--- src/rtl/core/idcd_pkg.sv ---
// ----------------------------------------------------------------------------
// idcd_pkg: shared types and constants of the datagram CRC deframer
// CRC-32 constants, the per-byte CRC update, the decoded sample and the
// check result that the back end hands to the front end.
// ----------------------------------------------------------------------------
package idcd_pkg;

  localparam logic [31:0] CrcPoly     = 32'h04C1_1DB7;
  localparam logic [31:0] CrcInit     = 32'hFFFF_FFFF;
  localparam logic [7:0]  HeaderReset = 8'd147;

  // Six raw signed 24-bit counts of one datagram.
  typedef struct packed {
    logic signed [23:0] gyro_x;
    logic signed [23:0] gyro_y;
    logic signed [23:0] gyro_z;
    logic signed [23:0] accel_x;
    logic signed [23:0] accel_y;
    logic signed [23:0] accel_z;
  } imu_sample_t;

  // Completion of one window check.
  typedef struct packed {
    logic valid;
    logic match;
  } chk_done_t;

  // MSB-first CRC-32 update by one byte.
  function automatic logic [31:0] crc32_byte(input logic [31:0] crc, input logic [7:0] b);
    logic [31:0] c;
    c = crc ^ {b, 24'd0};
    for (int k = 0; k < 8; k++) begin
      if (c[31]) begin
        c = {c[30:0], 1'b0} ^ CrcPoly;
      end else begin
        c = {c[30:0], 1'b0};
      end
    end
    return c;
  endfunction

endpackage

--- src/rtl/core/imu_datagram_crc_deframer_top.sv ---
// ----------------------------------------------------------------------------
// imu_datagram_crc_deframer_top: CRC-checked IMU datagram deframer
// Serial bytes in, decoded gyro and accel counts out.
// ----------------------------------------------------------------------------
// Usage:
//   Input is a queue write port: a byte is taken when push is high and full
//   is low. Results come out of a queue read port: while empty is low the
//   oldest sample is on gyro_*_o / accel_*_o and pop takes it.
//   The header byte register is written through cfg_valid_i / cfg_data_i;
//   cfg_ready_o is always high. Write it only while the block is idle.
// Timing:
//   A byte that leaves the window short of full starts no check, and full
//   stays low. Once the window is full every byte starts a check: a sweep
//   of the window memory through its single read port, one byte a cycle;
//   full stays high until the check ends, on a match, on a CRC mismatch,
//   or as soon as the oldest byte is found not to be a header. A sample
//   lands in the cycle before full drops.
// Reset:
//   The window and the result queue are empty, the header register holds
//   0x93. The window memory itself is not cleared.
// Stall:
//   A two-entry result queue absorbs a slow receiver; when it is full the
//   check engine holds its sample, and input stays blocked until it lands.
// ----------------------------------------------------------------------------
module imu_datagram_crc_deframer_top #(
  parameter int DATAGRAM_BYTES = 38
) (
  input  logic               clk_i,
  input  logic               rst_ni,
  input  logic               push,
  output logic               full,
  input  logic [7:0]         data_byte_i,
  input  logic               cfg_valid_i,
  output logic               cfg_ready_o,
  input  logic [7:0]         cfg_data_i,
  output logic               empty,
  input  logic               pop,
  output logic signed [23:0] gyro_x_o,
  output logic signed [23:0] gyro_y_o,
  output logic signed [23:0] gyro_z_o,
  output logic signed [23:0] accel_x_o,
  output logic signed [23:0] accel_y_o,
  output logic signed [23:0] accel_z_o
);

  localparam int IdxW = $clog2(DATAGRAM_BYTES);

  logic [7:0]            header_q;
  logic                  wr_en;
  logic [IdxW-1:0]       wr_addr;
  logic [7:0]            wr_data;
  logic                  job_valid, job_ready;
  logic [IdxW-1:0]       job_base;
  idcd_pkg::chk_done_t   chk_done;
  logic                  smp_push, smp_full;
  idcd_pkg::imu_sample_t smp, res;

  assign cfg_ready_o = 1'b1;

  always_ff @(posedge clk_i or negedge rst_ni) begin
    if (!rst_ni) begin
      header_q <= idcd_pkg::HeaderReset;
    end else if (cfg_valid_i && cfg_ready_o) begin
      header_q <= cfg_data_i;
    end
  end

  idcd_front #(.DATAGRAM_BYTES(DATAGRAM_BYTES)) u_front (
    .clk_i       (clk_i),
    .rst_ni      (rst_ni),
    .push_i      (push),
    .full_o      (full),
    .data_byte_i (data_byte_i),
    .wr_en_o     (wr_en),
    .wr_addr_o   (wr_addr),
    .wr_data_o   (wr_data),
    .job_valid_o (job_valid),
    .job_ready_i (job_ready),
    .job_base_o  (job_base),
    .done_i      (chk_done)
  );

  idcd_back #(.DATAGRAM_BYTES(DATAGRAM_BYTES)) u_back (
    .clk_i       (clk_i),
    .rst_ni      (rst_ni),
    .header_i    (header_q),
    .wr_en_i     (wr_en),
    .wr_addr_i   (wr_addr),
    .wr_data_i   (wr_data),
    .job_valid_i (job_valid),
    .job_ready_o (job_ready),
    .job_base_i  (job_base),
    .done_o      (chk_done),
    .smp_push_o  (smp_push),
    .smp_full_i  (smp_full),
    .smp_o       (smp)
  );

  idcd_fifo u_fifo (
    .clk_i   (clk_i),
    .rst_ni  (rst_ni),
    .push_i  (smp_push),
    .full_o  (smp_full),
    .data_i  (smp),
    .pop_i   (pop),
    .empty_o (empty),
    .data_o  (res)
  );

  assign gyro_x_o  = res.gyro_x;
  assign gyro_y_o  = res.gyro_y;
  assign gyro_z_o  = res.gyro_z;
  assign accel_x_o = res.accel_x;
  assign accel_y_o = res.accel_y;
  assign accel_z_o = res.accel_z;

endmodule

--- src/rtl/core/idcd_front.sv ---
// ----------------------------------------------------------------------------
// idcd_front: byte intake of the deframer
// Writes each accepted byte into the circular window, tracks the fill level
// and posts a check job once the window is full; holds off input until the
// back end reports the result of that check.
// ----------------------------------------------------------------------------
module idcd_front #(
  parameter int DATAGRAM_BYTES = 38
) (
  input  logic                              clk_i,
  input  logic                              rst_ni,
  input  logic                              push_i,
  output logic                              full_o,
  input  logic [7:0]                        data_byte_i,
  output logic                              wr_en_o,
  output logic [$clog2(DATAGRAM_BYTES)-1:0] wr_addr_o,
  output logic [7:0]                        wr_data_o,
  output logic                              job_valid_o,
  input  logic                              job_ready_i,
  output logic [$clog2(DATAGRAM_BYTES)-1:0] job_base_o,
  input  idcd_pkg::chk_done_t               done_i
);

  localparam int IdxW = $clog2(DATAGRAM_BYTES);
  localparam int CntW = $clog2(DATAGRAM_BYTES + 1);
  localparam logic [IdxW-1:0] LastIdx  = IdxW'(DATAGRAM_BYTES - 1);
  localparam logic [CntW-1:0] FullCnt  = CntW'(DATAGRAM_BYTES);
  localparam logic [CntW-1:0] AlmostCnt = CntW'(DATAGRAM_BYTES - 1);

  logic [CntW-1:0] fill_q, fill_d;
  logic [IdxW-1:0] wptr_q, wptr_d;
  logic [IdxW-1:0] base_q, base_d;
  logic            busy_q, busy_d;
  logic            job_valid_q, job_valid_d;
  logic            accept;

  assign accept      = push_i && !busy_q;
  assign full_o      = busy_q;
  assign wr_en_o     = accept;
  assign wr_addr_o   = wptr_q;
  assign wr_data_o   = data_byte_i;
  assign job_valid_o = job_valid_q;
  assign job_base_o  = base_q;

  always_comb begin
    fill_d      = fill_q;
    wptr_d      = wptr_q;
    base_d      = base_q;
    busy_d      = busy_q;
    job_valid_d = job_valid_q;
    if (accept) begin
      wptr_d = (wptr_q == LastIdx) ? '0 : wptr_q + 1'b1;
      if (fill_q != FullCnt) begin
        fill_d = fill_q + 1'b1;
      end
      // window full after this byte: the oldest byte sits at the next write slot
      if (fill_q == AlmostCnt || fill_q == FullCnt) begin
        busy_d      = 1'b1;
        job_valid_d = 1'b1;
        base_d      = wptr_d;
      end
    end
    if (job_valid_q && job_ready_i) begin
      job_valid_d = 1'b0;
    end
    if (done_i.valid) begin
      busy_d = 1'b0;
      if (done_i.match) begin
        fill_d = '0;
      end
    end
  end

  always_ff @(posedge clk_i or negedge rst_ni) begin
    if (!rst_ni) begin
      fill_q      <= '0;
      wptr_q      <= '0;
      busy_q      <= 1'b0;
      job_valid_q <= 1'b0;
    end else begin
      fill_q      <= fill_d;
      wptr_q      <= wptr_d;
      busy_q      <= busy_d;
      job_valid_q <= job_valid_d;
    end
  end

  always_ff @(posedge clk_i) begin
    base_q <= base_d;
  end

endmodule

--- src/rtl/core/idcd_back.sv ---
// ----------------------------------------------------------------------------
// idcd_back: window check engine
// Holds the byte window memory. For each job it sweeps the window oldest
// first, one byte a cycle, checks the header, runs the CRC, collects the
// trailing CRC and the field bytes, then emits a sample on a match.
// ----------------------------------------------------------------------------
module idcd_back #(
  parameter int DATAGRAM_BYTES = 38
) (
  input  logic                              clk_i,
  input  logic                              rst_ni,
  input  logic [7:0]                        header_i,
  input  logic                              wr_en_i,
  input  logic [$clog2(DATAGRAM_BYTES)-1:0] wr_addr_i,
  input  logic [7:0]                        wr_data_i,
  input  logic                              job_valid_i,
  output logic                              job_ready_o,
  input  logic [$clog2(DATAGRAM_BYTES)-1:0] job_base_i,
  output idcd_pkg::chk_done_t               done_o,
  output logic                              smp_push_o,
  input  logic                              smp_full_i,
  output idcd_pkg::imu_sample_t             smp_o
);

  localparam int IdxW = $clog2(DATAGRAM_BYTES);
  localparam int CntW = $clog2(DATAGRAM_BYTES + 1);
  localparam int FldBytes = 20;
  localparam logic [IdxW-1:0] LastIdx = IdxW'(DATAGRAM_BYTES - 1);
  localparam logic [IdxW-1:0] BodyIdx = IdxW'(DATAGRAM_BYTES - 4);
  localparam logic [CntW-1:0] FullCnt = CntW'(DATAGRAM_BYTES);
  localparam logic [1:0]      PadCnt  = 2'((4 - (DATAGRAM_BYTES % 4)) % 4);

  localparam logic [1:0] StIdle = 2'd0;
  localparam logic [1:0] StRead = 2'd1;
  localparam logic [1:0] StPad  = 2'd2;
  localparam logic [1:0] StEmit = 2'd3;

  logic [7:0] win_mem [DATAGRAM_BYTES];

  logic [1:0]       state_q, state_d;
  logic [CntW-1:0]  iss_q, iss_d;
  logic [IdxW-1:0]  addr_q, addr_d;
  logic             dv_q;
  logic [IdxW-1:0]  dk_q;
  logic [7:0]       rdata_q;
  logic [1:0]       pad_q, pad_d;
  logic [31:0]      crc_q;
  logic [31:0]      rx_q;
  logic [7:0]       fld_q [FldBytes];
  idcd_pkg::chk_done_t done_q, done_d;

  logic take, rd_en, proc, hdr_bad, pad_feed;

  assign job_ready_o = (state_q == StIdle);
  assign take        = job_valid_i && (state_q == StIdle);
  assign rd_en       = (state_q == StRead) && (iss_q != FullCnt);
  assign proc        = (state_q == StRead) && dv_q;
  assign hdr_bad     = proc && (dk_q == '0) && (rdata_q != header_i);
  assign pad_feed    = (state_q == StPad) && (pad_q != 2'd0);
  assign done_o      = done_q;
  assign smp_push_o  = (state_q == StEmit) && !smp_full_i;

  always_comb begin
    smp_o.gyro_x  = $signed({fld_q[1],  fld_q[2],  fld_q[3]});
    smp_o.gyro_y  = $signed({fld_q[4],  fld_q[5],  fld_q[6]});
    smp_o.gyro_z  = $signed({fld_q[7],  fld_q[8],  fld_q[9]});
    smp_o.accel_x = $signed({fld_q[11], fld_q[12], fld_q[13]});
    smp_o.accel_y = $signed({fld_q[14], fld_q[15], fld_q[16]});
    smp_o.accel_z = $signed({fld_q[17], fld_q[18], fld_q[19]});
  end

  always_comb begin
    state_d = state_q;
    iss_d   = iss_q;
    addr_d  = addr_q;
    pad_d   = pad_q;
    done_d  = '0;
    unique case (state_q)
      StIdle: begin
        if (take) begin
          state_d = StRead;
          iss_d   = '0;
          addr_d  = job_base_i;
        end
      end
      StRead: begin
        if (rd_en) begin
          iss_d  = iss_q + 1'b1;
          addr_d = (addr_q == LastIdx) ? '0 : addr_q + 1'b1;
        end
        if (hdr_bad) begin
          // drop the check at once; reads still in flight are ignored
          state_d = StIdle;
          done_d  = '{valid: 1'b1, match: 1'b0};
        end else if (proc && dk_q == LastIdx) begin
          state_d = StPad;
          pad_d   = PadCnt;
        end
      end
      StPad: begin
        if (pad_q != 2'd0) begin
          pad_d = pad_q - 1'b1;
        end else if (rx_q == crc_q) begin
          state_d = StEmit;
        end else begin
          state_d = StIdle;
          done_d  = '{valid: 1'b1, match: 1'b0};
        end
      end
      StEmit: begin
        if (!smp_full_i) begin
          state_d = StIdle;
          done_d  = '{valid: 1'b1, match: 1'b1};
        end
      end
      default: state_d = StIdle;
    endcase
  end

  always_ff @(posedge clk_i or negedge rst_ni) begin
    if (!rst_ni) begin
      state_q <= StIdle;
      iss_q   <= '0;
      dv_q    <= 1'b0;
      done_q  <= '0;
    end else begin
      state_q <= state_d;
      iss_q   <= iss_d;
      dv_q    <= rd_en;
      done_q  <= done_d;
    end
  end

  always_ff @(posedge clk_i) begin
    if (wr_en_i) begin
      win_mem[wr_addr_i] <= wr_data_i;
    end
    if (rd_en) begin
      rdata_q <= win_mem[addr_q];
    end
  end

  always_ff @(posedge clk_i) begin
    addr_q <= addr_d;
    pad_q  <= pad_d;
    dk_q   <= iss_q[IdxW-1:0];
    if (take) begin
      crc_q <= idcd_pkg::CrcInit;
    end else if (proc && dk_q < BodyIdx) begin
      crc_q <= idcd_pkg::crc32_byte(crc_q, rdata_q);
    end else if (pad_feed) begin
      crc_q <= idcd_pkg::crc32_byte(crc_q, 8'd0);
    end
    if (proc && dk_q >= BodyIdx) begin
      rx_q <= {rx_q[23:0], rdata_q};
    end
    // field positions past the end of a short window stay zero
    for (int i = 0; i < FldBytes; i++) begin
      if (take) begin
        fld_q[i] <= 8'd0;
      end else if (proc && int'(dk_q) == i) begin
        fld_q[i] <= rdata_q;
      end
    end
  end

endmodule

--- src/rtl/core/idcd_fifo.sv ---
// ----------------------------------------------------------------------------
// idcd_fifo: result queue
// Two-entry queue of decoded samples between the check engine and the
// result port, so a stalled receiver holds up the engine only once both entries are taken.
// ----------------------------------------------------------------------------
module idcd_fifo (
  input  logic                  clk_i,
  input  logic                  rst_ni,
  input  logic                  push_i,
  output logic                  full_o,
  input  idcd_pkg::imu_sample_t data_i,
  input  logic                  pop_i,
  output logic                  empty_o,
  output idcd_pkg::imu_sample_t data_o
);

  localparam logic [1:0] Depth = 2'd2;

  idcd_pkg::imu_sample_t mem_q [2];
  logic       wp_q, rp_q;
  logic [1:0] cnt_q;
  logic       do_push, do_pop;

  assign full_o  = (cnt_q == Depth);
  assign empty_o = (cnt_q == 2'd0);
  assign data_o  = mem_q[rp_q];
  assign do_push = push_i && !full_o;
  assign do_pop  = pop_i && !empty_o;

  always_ff @(posedge clk_i or negedge rst_ni) begin
    if (!rst_ni) begin
      wp_q  <= 1'b0;
      rp_q  <= 1'b0;
      cnt_q <= 2'd0;
    end else begin
      if (do_push) begin
        wp_q <= ~wp_q;
      end
      if (do_pop) begin
        rp_q <= ~rp_q;
      end
      if (do_push && !do_pop) begin
        cnt_q <= cnt_q + 1'b1;
      end else if (do_pop && !do_push) begin
        cnt_q <= cnt_q - 1'b1;
      end
    end
  end

  always_ff @(posedge clk_i) begin
    if (do_push) begin
      mem_q[wp_q] <= data_i;
    end
  end

endmodule

--- config.mk ---
export PLATFORM = sky130hd
export DESIGN_NAME = imu_datagram_crc_deframer_top
export DESIGN_NICKNAME = d
export VERILOG_FILES = /design/src/rtl/core/idcd_pkg.sv /design/src/rtl/core/imu_datagram_crc_deframer_top.sv /design/src/rtl/core/idcd_front.sv /design/src/rtl/core/idcd_back.sv /design/src/rtl/core/idcd_fifo.sv
export SDC_FILE = /design/constraint.sdc
export NUM_CORES = 1
export LEC_CHECK = 0
export BUFFER_PORTS_ARGS = -buffer_cell sky130_fd_sc_hd__buf_2
export CAP_MARGIN = 25
export CORE_AREA = 10 10 377 379
export CTS_CLUSTER_SIZE = 25
export DETAILED_ROUTE_END_ITERATION = 8
export DIE_AREA = 0 0 387 389
export HOLD_SLACK_MARGIN = 0.12
export PLACE_DENSITY = 0.37
export SYNTH_ARGS = -nofsm -noshare
export SYNTH_HDL_FRONTEND = slang
export SYNTH_SLANG_ARGS = --single-unit
--- constraint.sdc ---
create_clock -name clk_i -period 28.3 [get_ports clk_i]
set_input_delay 2.83 -clock clk_i [delete_from_list [all_inputs] [get_ports clk_i]]
set_output_delay 2.83 -clock clk_i [all_outputs]
set_load 0.02 [all_outputs]
==> qor.yml <==
sta:
  drv_slew: 0
  rsz0062_at_grt: "false"
  fmax_mhz: 162
  relSlewSlack: 0.328
  skew_ns: 0.0516
  tns_ns: 0
  hold_viol_final: 0
  post-route-min-period_ns: 6.17
  period_share: 0.218
  worst_pin_slew_ns: 1.01
  setup_viol: 0
synthesis:
  async_flop_share: 0.0428
  synth_nets: 1972
  synth_top_area_share: 0.685
  syn_area_per_cell_um2: 17.9
  netlist_instances: 1940
  ys_warn_count: 0
  ys.flop_type: "edfxtp_1"
  synth_area_leaders: "edfxtp_1 (68%), mux4_2 (6.2%), mux2_2 (5.2%), xnor2_1 (3.1%), dfrtp_1 (2.4%)"
  seq_area_frac_synth: 0.734
  ys_types: 67
  synth_seq_cells: 865
  synth_area_um2: 34600
  synth_edf_count: 790
  synth_top_area_cell: "edfxtp_1"
floorplanning:
  initial_core_util: 0.257
  die_w_um: 387
  core_um2: 135000
  pin_count: 168
  dieArea_um2: 151000
  num_rows: 135
  die_h_um: 389
critical_path:
  r2r-start: "u_back.state_q[0]"
  required_ns: 25.47
  arrival_ns: 3.34
  startpoint_type: "flip-flop"
  worst-path-max-fanout: 82
  crit_start: "u_fifo.rp_q"
  r2r_slack_ns: 24.91
  end_kind: "output port"
  path_class: "reg2out"
detailed_routing:
  ant_nets: 0
  drt_first_pass_iters: 5
  wl_per_cell_um: 22.5
  drcViolationCount: 0
  vias_per_cell: 4.27
  vias: 17100
  drt_iter0_markers: 1025
  wirelength_um: 90200
clock_tree:
  holdBufCountCts: 0
  cts_inserted_buffers: 101
  clk_pin_slew_ns: 0.05
  cts-root-buf: "clkbuf_16"
  cts.sinks: 865
  cts_tree: "done"
  htree_levels: 3
  postCtsSetupBuffers: 0
  clock_latency_ns: 0.70
  cts_resized: 0
  clk_path_buf_depth: 3
placement:
  place_congestion: 0.721
  hpwl_um: 57300
  port_buffers: 166
power:
  vdd_drop_max_uv: 59.6
  p_per_area_nw_per_um2: 120
  p_leak_nw: 13.6
worst_hold_path:
  hp-class: "reg2reg"
  holdCritStartpoint: "u_back.fld_q[1][6]"
global_route:
  grt_max_degree: 145
  grt_pass1_vias: 18200
  antenna_found_initial: 5
  grtUsageTotal: 0.118
  grt-ovfl-total: 0
  grt_pass1_wl_um: 132000
cells_and_area:
  utilization: 0.305
  drive_above_1_share: 0.288
  nets: 2175
  syn_to_final_growth_pct: 18.4
status:
  run_status: "completed"
run:
  maxCapViolations: 0
==> kinds of logic after synthesis <==
| family | count (synthesis) | synth area share |
|---|---|---|
| compound gates | 110 | 0.0206 |
| mux | 257 | 0.115 |
| xor+xnor | 183 | 0.0534 |
| buf+inv | 122 | 0.0151 |
| flops | 865 | 0.734 |
| fa+ha+maj | 11 | 0.00397 |
| other cells | 1 | 0.000108 |
| simple gates | 391 | 0.0585 |
==> critical path, cell delays in order, from the launching register on <==
cell     delay (ns)
dfrtp_4        1.02
buf_4          0.85
mux2_2         0.43
buf_2          0.16
==> worst paths after layout <==
kind                                        end  depth (start not counted)
max in group asynchronous  u_front.wr_addr_o[5]                          2
min                        u_fifo.mem_q[1][118]                          0
min in group asynchronous           header_q[5]                          1
min reg2reg                u_fifo.mem_q[1][118]                          0
max reg2reg                 u_back.fld_q[0][27]                          5
max                               accel_y_o[19]                          3
==> cell type report <==
class,instances,area [um^2]
Multi-Input combinational cell,953,8720
Inverter,13,48.8
Clock buffer,136,2730
Timing Repair Buffer,209,1210
Fill cell,13200,93600
Clock inverter,52,669
Sequential cell,865,25400
Tap cell,1781,2230
Antenna cell,1,2.50
==> layout by cell type (no fill, tap or decap), types with 32 or more instances in the layout <==
master / netlist / layout
o21ai_0: 42 / 41
dfrtp_1: 33 / 32
edfxtp_1: 790 / 790
xnor2_1: 123 / 123
nor2_1: 105 / 104
mux4_2: 96 / 96
clkbuf_16: 0 / 101
and2_1: 131 / 131
mux2_2: 160 / 160
nand2_1: 54 / 54
xor2_1: 40 / 40
buf_2: 10 / 173
dfxtp_1: 38 / 38
==> cell usage after synthesis (all sizes together), types with 7 or more instances <==
library cell,n
nor2,105
xnor2,128
a21oi,15
and2,132
o21ai,42
buf,27
ha,11
mux4,96
nand4,13
xnor3,10
clkbuf,82
nand3,16
dfxtp,38
dfrtp,33
o211ai,15
inv,12
edfxtp,790
nand2,54
nor3,28
or2,7
nor4,7
mux2,160
xor2,42
==> flip-flops by register name, indices dropped and copies added, names as in the netlist, 6 cells and up <==
signal and flops:
u_back.iss_q 6, u_back.fld_q 144, u_front.fill_q 6, u_back.rdata_q 8, u_back.addr_q 6, u_back.dk_q 6, u_back.crc_q 32, header_q 8
u_fifo.mem_q 288, u_front.job_base_o 6, u_back.win_mem 304, u_front.wr_addr_o 6, u_back.rx_q 32
==> metal layers <==
metal / wire, um / GRT usage
met1: 40600 / 0.156
met2: 42500 / 0.190
met3: 4810 / 0.0314
met4: 2220 / 0.0315
met5: 0 / 0
==> report_power, final <==
part           internal [W]  switching (W)  leakage (nW)  total, W
logic              0.000770        0.00100          4.02   0.00177
registers           0.00164       0.000180          7.99   0.00182
clock network      0.000782       0.000537          1.63   0.00132
total               0.00319        0.00172          13.6   0.00491
==> through the flow <==
stage          hold slack, ns  worst slack (ns)  cell area (um^2)  total power, W  cells
4_1_cts                 0.419             21.94             41000         0.00501   4005
5_1_grt                 0.429             21.85             41000         0.00519   4009
6_report                0.420             22.13             41000         0.00491   4010
3_3_place_gp            0.410             22.85             37500         0.00365   3810
3_5_place_dp            0.406             22.75             37600         0.00367   3817
2_1_floorplan           0.386             17.05             34600         0.00307   1940
(Power assumes the default switching activity.)
